### config.mk
export PLATFORM = sky130hd
export DESIGN_NAME = pending_signal_queue
export DESIGN_NICKNAME = d
export VERILOG_FILES = /design/src/hw/rtl/psq_pkg.sv /design/src/hw/rtl/psq_ram.sv /design/src/hw/rtl/pending_signal_queue.sv
export SDC_FILE = /design/constraint.sdc
export NUM_CORES = 1
export LEC_CHECK = 0
export BUFFER_PORTS_ARGS = -buffer_cell sky130_fd_sc_hd__buf_2
export CORE_UTILIZATION = 36
export CTS_BUF_LIST = sky130_fd_sc_hd__clkbuf_8
export DETAILED_ROUTE_END_ITERATION = 12
export GPL_TIMING_DRIVEN = 0
export REMOVE_ABC_BUFFERS = 1
export SYNTH_ARGS = -nofsm -noshare
export SYNTH_HDL_FRONTEND = slang
export SYNTH_SLANG_ARGS = --single-unit
export TNS_END_PERCENT = 20
### constraint.sdc
create_clock -name clk -period 5.5 [get_ports clk]
set_input_delay 0.825 -clock clk [delete_from_list [all_inputs] [get_ports clk]]
set_output_delay 0.825 -clock clk [all_outputs]
set_load 0.01 [all_outputs]
### src/hw/rtl/psq_pkg.sv
// shared types and constants of the pending signal queue
package psq_pkg;

  // queue geometry
  localparam int DEPTH = 16;
  localparam int IDX_W = $clog2(DEPTH);
  localparam int CNT_W = $clog2(DEPTH + 1);

  // item field widths
  localparam int CMD_W       = 2;
  localparam int ID_W        = 4;
  localparam int STATUS_W    = 2;
  localparam int COUNT_OUT_W = 5;

  // command codes
  typedef enum logic [CMD_W-1:0] {
    CMD_APPEND = 2'd0,
    CMD_POP    = 2'd1,
    CMD_REMOVE = 2'd2,
    CMD_FIND   = 2'd3
  } cmd_t;

  // result status codes
  typedef enum logic [STATUS_W-1:0] {
    ST_DONE = 2'd0,
    ST_MISS = 2'd1,
    ST_FULL = 2'd2
  } status_t;

  // sequencer states
  typedef enum logic [3:0] {
    S_IDLE  = 4'b0001,
    S_SCAN  = 4'b0010,
    S_SHIFT = 4'b0100,
    S_RESP  = 4'b1000
  } state_t;

endpackage

### src/hw/rtl/psq_ram.sv
// generic simple dual port ram with registered read
module psq_ram #(
  parameter int WIDTH = 4,
  parameter int DEPTH = 16
) (
  input  logic                     clk,
  input  logic                     we,
  input  logic [$clog2(DEPTH)-1:0] waddr,
  input  logic [WIDTH-1:0]         wdata,
  input  logic [$clog2(DEPTH)-1:0] raddr,
  output logic [WIDTH-1:0]         rdata
);

  logic [WIDTH-1:0] mem [DEPTH];

  // write port and registered read port
  always_ff @(posedge clk) begin
    if (we) begin
      mem[waddr] <= wdata;
    end
    rdata <= mem[raddr];
  end

endmodule

### src/hw/rtl/pending_signal_queue.sv
// pending signal queue: ordered id queue with append, pop, remove and find
//
//   channel | valid    | ready     | payload
//   --------+----------+-----------+---------------------------------------------
//   input   | in_valid | in_ready  | command, sig_id
//   output  | out_valid| out_ready | status, out_id, head_valid, head_id, entry_count
//
// one item at a time; the result is offered in the cycle after the last work cycle
// append, and any command on an empty queue, is done in the idle state alone
// find: the idle state, then one scan step per entry compared (one slot read per cycle)
// remove: the idle state, the scan steps, then one shift step per entry moved up; pop: idle, then the shift steps
// the single read port of the slot ram is why slots are scanned and moved one at a time
// reset empties the queue at once; a stalled result holds until out_ready
module pending_signal_queue (
  input  logic                                 clk,
  input  logic                                 rst,
  input  logic                                 in_valid,
  output logic                                 in_ready,
  input  logic [psq_pkg::CMD_W-1:0]            command,
  input  logic [psq_pkg::ID_W-1:0]             sig_id,
  output logic                                 out_valid,
  input  logic                                 out_ready,
  output logic [psq_pkg::STATUS_W-1:0]         status,
  output logic [psq_pkg::ID_W-1:0]             out_id,
  output logic                                 head_valid,
  output logic [psq_pkg::ID_W-1:0]             head_id,
  output logic [psq_pkg::COUNT_OUT_W-1:0]      entry_count
);

  psq_pkg::state_t                state, state_next;
  psq_pkg::cmd_t                  cmd_q, cmd_next;
  logic [psq_pkg::ID_W-1:0]       id_q, id_next;
  logic [psq_pkg::IDX_W-1:0]      idx, idx_next;
  logic [psq_pkg::CNT_W-1:0]      count, count_next;
  logic [psq_pkg::ID_W-1:0]       head, head_next;
  psq_pkg::status_t               status_q, status_next;
  logic [psq_pkg::ID_W-1:0]       out_id_q, out_id_next;

  logic                           ram_we;
  logic [psq_pkg::IDX_W-1:0]      ram_waddr;
  logic [psq_pkg::ID_W-1:0]       ram_wdata;
  logic [psq_pkg::IDX_W-1:0]      ram_raddr;
  logic [psq_pkg::ID_W-1:0]       ram_rdata;

  logic [psq_pkg::CNT_W-1:0]      idx_plus1;
  logic [psq_pkg::CNT_W-1:0]      idx_plus2;
  logic [31:0]                    count_wide;

  // slot storage, slot 0 the oldest
  psq_ram #(
    .WIDTH (psq_pkg::ID_W),
    .DEPTH (psq_pkg::DEPTH)
  ) u_slots (
    .clk   (clk),
    .we    (ram_we),
    .waddr (ram_waddr),
    .wdata (ram_wdata),
    .raddr (ram_raddr),
    .rdata (ram_rdata)
  );

  assign idx_plus1 = psq_pkg::CNT_W'(idx) + psq_pkg::CNT_W'(1);
  assign idx_plus2 = psq_pkg::CNT_W'(idx) + psq_pkg::CNT_W'(2);

  // sequencer: find and remove scan the slots, then remove and pop close the gap one slot per cycle
  always_comb begin
    state_next  = state;
    cmd_next    = cmd_q;
    id_next     = id_q;
    idx_next    = idx;
    count_next  = count;
    head_next   = head;
    status_next = status_q;
    out_id_next = out_id_q;
    ram_we      = 1'b0;
    ram_waddr   = idx;
    ram_wdata   = id_q;
    ram_raddr   = idx + psq_pkg::IDX_W'(1);

    unique case (state)
      psq_pkg::S_IDLE: begin
        if (in_valid) begin
          cmd_next    = psq_pkg::cmd_t'(command);
          id_next     = sig_id;
          idx_next    = '0;
          status_next = psq_pkg::ST_DONE;
          out_id_next = '0;
          unique case (psq_pkg::cmd_t'(command))
            psq_pkg::CMD_APPEND: begin
              state_next = psq_pkg::S_RESP;
              if (count == psq_pkg::CNT_W'(psq_pkg::DEPTH)) begin
                status_next = psq_pkg::ST_FULL;
              end else begin
                ram_we     = 1'b1;
                ram_waddr  = count[psq_pkg::IDX_W-1:0];
                ram_wdata  = sig_id;
                count_next = count + psq_pkg::CNT_W'(1);
                if (count == '0) begin
                  head_next = sig_id;
                end
              end
            end
            psq_pkg::CMD_POP: begin
              if (count == '0) begin
                status_next = psq_pkg::ST_MISS;
                state_next  = psq_pkg::S_RESP;
              end else begin
                out_id_next = head;
                if (count == psq_pkg::CNT_W'(1)) begin
                  count_next = '0;
                  state_next = psq_pkg::S_RESP;
                end else begin
                  ram_raddr  = psq_pkg::IDX_W'(1);
                  state_next = psq_pkg::S_SHIFT;
                end
              end
            end
            psq_pkg::CMD_REMOVE, psq_pkg::CMD_FIND: begin
              if (count == '0) begin
                status_next = psq_pkg::ST_MISS;
                state_next  = psq_pkg::S_RESP;
              end else begin
                ram_raddr  = '0;
                state_next = psq_pkg::S_SCAN;
              end
            end
            default: begin
              state_next = psq_pkg::S_IDLE;
            end
          endcase
        end
      end

      // ram_rdata holds slot idx
      psq_pkg::S_SCAN: begin
        if (ram_rdata == id_q) begin
          out_id_next = ram_rdata;
          if (cmd_q == psq_pkg::CMD_FIND) begin
            state_next = psq_pkg::S_RESP;
          end else if (idx_plus1 == count) begin
            // last entry matched, nothing to move
            count_next = count - psq_pkg::CNT_W'(1);
            state_next = psq_pkg::S_RESP;
          end else begin
            state_next = psq_pkg::S_SHIFT;
          end
        end else if (idx_plus1 == count) begin
          status_next = psq_pkg::ST_MISS;
          state_next  = psq_pkg::S_RESP;
        end else begin
          idx_next = idx + psq_pkg::IDX_W'(1);
        end
      end

      // ram_rdata holds slot idx+1, moved into slot idx
      psq_pkg::S_SHIFT: begin
        ram_we    = 1'b1;
        ram_waddr = idx;
        ram_wdata = ram_rdata;
        ram_raddr = idx + psq_pkg::IDX_W'(2);
        if (idx == '0) begin
          head_next = ram_rdata;
        end
        if (idx_plus2 == count) begin
          count_next = count - psq_pkg::CNT_W'(1);
          state_next = psq_pkg::S_RESP;
        end else begin
          idx_next = idx + psq_pkg::IDX_W'(1);
        end
      end

      psq_pkg::S_RESP: begin
        if (out_ready) begin
          state_next = psq_pkg::S_IDLE;
        end
      end

      default: begin
        state_next = psq_pkg::S_IDLE;
      end
    endcase
  end

  // control registers
  always_ff @(posedge clk) begin
    if (rst) begin
      state <= psq_pkg::S_IDLE;
      count <= '0;
    end else begin
      state <= state_next;
      count <= count_next;
    end
  end

  // payload registers
  always_ff @(posedge clk) begin
    cmd_q    <= cmd_next;
    id_q     <= id_next;
    idx      <= idx_next;
    head     <= head_next;
    status_q <= status_next;
    out_id_q <= out_id_next;
  end

  // ports
  assign count_wide  = 32'(count);
  assign in_ready    = (state == psq_pkg::S_IDLE);
  assign out_valid   = (state == psq_pkg::S_RESP);
  assign status      = status_q;
  assign out_id      = out_id_q;
  assign head_valid  = (count != '0);
  assign head_id     = (count != '0) ? head : '0;
  assign entry_count = count_wide[psq_pkg::COUNT_OUT_W-1:0];

  // checks
  a_count_bound: assert property (@(posedge clk) disable iff (rst)
    count <= psq_pkg::CNT_W'(psq_pkg::DEPTH))
    else $error("entry count above depth");

  a_one_item: assert property (@(posedge clk) disable iff (rst)
    in_ready |-> !out_valid)
    else $error("input ready while a result is pending");

  a_count_step: assert property (@(posedge clk) disable iff (rst)
    (count != $past(count)) |->
      (count == $past(count) + psq_pkg::CNT_W'(1) ||
       count + psq_pkg::CNT_W'(1) == $past(count)))
    else $error("entry count moved by more than one");

  a_write_states: assert property (@(posedge clk) disable iff (rst)
    ram_we |-> (state == psq_pkg::S_IDLE || state == psq_pkg::S_SHIFT))
    else $error("slot write outside append or shift");

endmodule
=== Yosys cells after proc, flatten, opt, wreduce, memory -nomap -nowiden ===
Memory sizes are Yosys's and may differ from the RTL's. A register that Yosys moved wholly into a read port is not among the register bits.
Index checks and enable logic that the tools add are counted.

* Flip-flop bits (word level): 29
* Bits in writable memories: 64
* Input bits: 10
* Memories kept: 1

* $add $sub $neg: 6
* Eq/ne operators: 31
* Multiplexer cells: 66
* Reduce and logical (&&, ||, !) cells: 16

{| class="wikitable"
|+ Memories
! name !! depth !! bits a word !! rd ports !! clocked after Yosys merged registers in !! write ports !! line !! RTL
|-
| u_slots.mem || 16 || 4 || 1 || 1 || 1 || psq_ram.sv:14 || <nowiki>logic [WIDTH-1:0] mem [DEPTH];</nowiki>
|}

{| class="wikitable"
|+ Operators by type and width
! operator !! number
|-
| $mux 4 || 35
|-
| $mux 5 || 8
|-
| $pmux 4 s2 || 5
|-
| $pmux 4 s3 || 2
|-
| $ne 2x2->1 const B || 10
|-
| $pmux 4 s4 || 1
|-
| $pmux 5 s3 || 1
|-
| $ne 3x3->1 const B || 4
|-
| $eq 5x5->1 || 2
|-
| $pmux 5 s2 || 1
|-
| $reduce_and 10->1 || 1
|-
| $mux 2 || 4
|-
| $pmux 2 s2 || 2
|-
| $reduce_and 4->1 || 2
|-
| $eq 2x2->1 const B || 3
|-
| $mux 1 || 6
|-
| $ne 2x1->1 const B || 3
|-
| $reduce_and 6->1 || 1
|-
| $add 4x1->5 const B || 1
|-
| $add 4x2->5 const B || 1
|-
| $add 5x1->5 const B || 1
|-
| $eq 5x1->1 const B || 1
|-
| $eq 5x5->1 const B || 1
|-
| $logic_not 5->1 || 1
|-
| 21 further kinds || 22
|}

=== Depth between registers and ports, before layout ===
* Depth in word-level cells: 7
* Gate-level depth with buffers: 12
* Gate-level depth less buffers: 9

=== Hierarchy ===
A second synthesis with hierarchy kept.

* Cells, all modules: 366
* Area, all modules: 4,789.6 um2

{| class="wikitable"
|+ By module, submodules not included
! module !! times used !! cells an instance !! area an instance (um2) !! seq. area each (um2)
|-
| psq_ram || 1 || 130 || 2,666.3 || 2,001.9
|-
| pending_signal_queue || 1 || 236 || 2,123.3 || 780.7
|}

=== Worst setup path after synthesis ===
No wires, ideal clock.

* Path type: reg2reg
* Start: reg count, in the netlist entry_count[0]
* End: reg u_slots.rdata[0] (read register of u_slots.mem)
* Setup time: 0.134 ns
* Arrival time: 2.981 ns
* Data required time: 5.366 ns
* Path slack: 2.385 ns
* Cell stages (with the launch flop): 13
* Buffers on the path: 3
* Clock period less this slack: 3.115 ns
* Cells stage by stage: dfxtp_1 -> clkbuf_1 -> inv_1 -> ha_1 -> or4b_4 -> buf_6 -> nand2_1 -> a31o_2 -> a21oi_1 -> clkbuf_1 -> mux4_2 -> mux2i_1 -> mux2i_1

* Cells in the longest elaborated chain, start to end: 6
* Elaborated cells between the ends (all ways): 8

{| class="wikitable"
|+ Ends and longest elaborated chain
! element !! line !! RTL
|-
| start, declared || pending_signal_queue.sv:34 || <nowiki>logic [psq_pkg::CNT_W-1:0] count, count_next;</nowiki>
|-
| start signal, assigned || pending_signal_queue.sv:191 || <nowiki>count <= count_next;</nowiki>
|-
| $eq 5x1->1 || pending_signal_queue.sv:109 || <nowiki>if (count == psq_pkg::CNT_W'(1)) begin</nowiki>
|-
| $mux 4 || pending_signal_queue.sv:109 ||
|-
| $mux 4 || pending_signal_queue.sv:104 || <nowiki>if (count == '0) begin</nowiki>
|-
| $pmux 4 s2 (*) || pending_signal_queue.sv:88 || <nowiki>unique case (psq_pkg::cmd_t'(command))</nowiki>
|-
| $mux 4 (*) || pending_signal_queue.sv:82 || <nowiki>if (in_valid) begin</nowiki>
|-
| $pmux 4 s2 (*) || pending_signal_queue.sv:80 || <nowiki>unique case (state)</nowiki>
|-
| end, declared || psq_ram.sv:11 || <nowiki>output logic [WIDTH-1:0] rdata</nowiki>
|}

Every way passes the cells marked *; elsewhere a longest branch is shown, timed or not.
A chain may end at the register's enable or synchronous reset.

=== Worst setup path after layout ===
* Start: reg count, in the netlist entry_count[1]
* End: reg u_slots.rdata[1] (read register of u_slots.mem)

Same word-level chain as after synthesis.

==> run summary <==
gpl congestion - 0.834
worst-path cell chain - clkinv_1 > ha_1 > or4b_4 > a311oi_4 > a221oi_4 > mux4_1 > mux2i_1 > mux2i_1
Syn. warnings - 0
hpwl dp - 7.10 mm
IO Pins - 28
via count - 3,000
die area - 13,600 um^2
initial antenna violation count - 0
area growth from synthesis to layout - 11.1%
Tcrit/Tclk final - 0.659
# diodes - 0
GRT overflow - 0
crit path launch type - register
flop2flop setup slack - 1880 ps
Port Buf Inserts - 27
skew final - 6.32 ps
wire per inst - 18.5 um
Max VDD drop - 0.118 mV
Synth async-reset ratio - 0
Arr. time, crit path - 3870 ps
synth unique cells - 59
Die Span X - 117 um
slack of the critical path - 1880 ps
CP top delay family - multiplexers
FF-to-FF Start - entry_count[1]
Synth area leaders - edfxtp_1 53%, mux4_1 5.5%, dfxtp_1 5.5%, mux4_2 2.9%, nor2_1 2.6%
sum of negative setup slack - 0 ps
Slew Limit Fails - 0
Hold Path End - out_id[1]
total CTS buffers - 9
Die Y - 117 um
Most used DFF post-synth - edfxtp_1
hold path depth - 2
LEAKAGE - 1.84 nW
total setup buffers inserted after CTS - 0
Crit-path slowest cell - a221oi_4
crit end category - register
placed cell count - 534
max_slew headroom - 0.218
remaining antenna violation count - 0
DR vias/cell - 5.45
vias in the first global route - 2,955
critical path class - reg2reg
cts repair resizes - 0
DRC Markers - 0
register bit total from synthesis - 97
FP Rows - 41
largest area contributor in the synthesized netlist - edfxtp_1
H-Tree Depth - 3
GRT Total Usage - 0.163
PD cells - 307 nW/um^2
max incr delay on CP - 890 ps
Setup Slack @ Placement - 1830 ps
Mapped Area - 4740 um^2
clk sinks - 97
Post-synth EDFFs - 84
CTS tree - built
Worst-Skew Late Latency - 370 ps
hold buffers post-CTS - 0
crit path buf inv count - 1
worst hold start - u_slots.rdata[1]
worst r2r dst - u_slots.rdata[1]
Layout Cells excl Fill - 550
drt pass-1 iters - 5
Worst Max-Slew Pin Slew - 1170 ps
CTS root buf - clkbuf_8
Tightest Hold Check Type - reg2reg
Nets - 390
Routed WL - 10.2 mm
min cycle time layout - 3620 ps
pin count of the biggest net entering global routing - 19
first-pass GRT wire length - 16.2 mm
Starting Density - 0.372
area of the core - 12,700 um^2
Maximum Capacitance Violations - 0
RSZ-0062 raised after global routing - no
CTS Buffer Depth - 2
Final Hold Fails - 0
CTS clk-pin slew, worst paths - 100 ps
Yosys top cell area share - 0.533
CP required - 5750 ps
Max Fclk - 276 MHz
R2R cell count - 8
Iter 0 DRT Violations - 271
layout cell share with drive strength beyond 1 - 0.183
maximum fanout along the worst path - 16
final setup fails - 0
Cells after Synth - 351
sequential fraction of the synthesis area - 0.588
status - complete, no violations
syn_area_per_cell - 13.5 um^2
most frequent CP cell - mux2i_1
[worst register-to-register path: cells and delay by family, from the launching register on]
family / cells / cell delay [ps]
compound gates: 2 / 1010
fa+ha+maj: 1 / 340
buf+inv: 1 / 330
flops: 1 / 470
mux: 3 / 1050
simple gates: 1 / 300
[through the flow]
stage,hold WS [ps],instance area [um^2],util,total power [mW]
global placement,608,4990,0.392,1.10
detailed placement,613,5040,0.396,1.11
floorplan,562,4640,-,1.03
global route,664,5260,0.414,1.68
CTS,638,5260,0.414,1.63
finish,652,5260,0.414,1.62
[worst max-delay path by stage]
| stage | startpoint | to | slack [ps] | cells past startpoint |
|---|---|---|---|---|
| after detailed placement | entry_count[1] | u_slots.rdata[1] | 1830 | 8 |
| after floorplan | state[2] | u_slots.rdata[0] | 1990 | 6 |
| after global routing | entry_count[1] | u_slots.rdata[3] | 1600 | 8 |
| after CTS | entry_count[1] | u_slots.rdata[3] | 1790 | 8 |
| after global placement | state[2] | u_slots.rdata[0] | 990 | 6 |
| final | entry_count[1] | u_slots.rdata[1] | 1880 | 8 |
[layout by cell type, fill, tap and decap left out, types with 3 or more instances in the layout]
master and n:
a211o_1 4, a211oi_1 3, a21oi_1 16, a22oi_1 5
a31oi_1 7, a32oi_1 4, and3_1 3, buf_2 27
clkbuf_8 9, dfxtp_1 13, edfxtp_1 84, ha_1 7
inv_1 10, mux2_2 5, mux2i_1 12, mux4_1 10
mux4_2 6, nand2_1 26, nand2b_1 3, nand3_1 7
nor2_1 33, nor2b_1 4, nor3_1 4, o21ai_0 12
xnor2_1 9, xor2_1 5
[synthesized netlist by cell type (all sizes together) (9+ instances only)]
cell type / n
inv: 10
mux2i: 12
a21oi: 17
xnor2: 9
mux4: 16
edfxtp: 84
nand2: 26
clkbuf: 11
dfxtp: 13
nor2: 33
o21ai: 13
[flip-flops by register name (all words and copies together) (netlist names)]
register       count
cmd_q              2
head               4
idx                4
u_slots.rdata      4
id_q               4
u_slots.mem       64
entry_count        5
out_id             4
state              4
status             2
[report_power, final]
part	internal, mW	switching [mW]
clock	0.260	0.267
combinational	0.0931	0.131
sequential	0.835	0.0302
total	1.19	0.428
[per-layer routing]
metal | part of all wire | up-vias | track usage
met5 | 0 | - | 0
met4 | 0.012 | 0 | 0.0515
met3 | 0.051 | 11 | 0.0332
met2 | 0.49 | 84 | 0.261
met1 | 0.45 | 1500 | 0.223
li1 | - | 1405 | -
[kinds of logic (layout without fill, tap and decap cells)]
group / after synthesis / after routing / synth area share
fa+ha+maj: 7 / 7 / 0.0185
mux: 33 / 33 / 0.121
flops: 97 / 97 / 0.588
compound gates: 71 / 71 / 0.109
xor+xnor: 14 / 14 / 0.0259
buf+inv: 30 / 57 / 0.0296
simple gates: 99 / 99 / 0.108
[layout make-up]
type / count / area [um^2]
Multi-Input combinational cell: 224 / 1830
Clock inverter: 7 / 100
Fill cell: 1224 / 7460
Timing Repair Buffer: 29 / 161
Inverter: 12 / 46.3
Clock buffer: 9 / 124
Sequential cell: 97 / 2780
Tap cell: 172 / 215
Power figures use the tool's default switching activity.
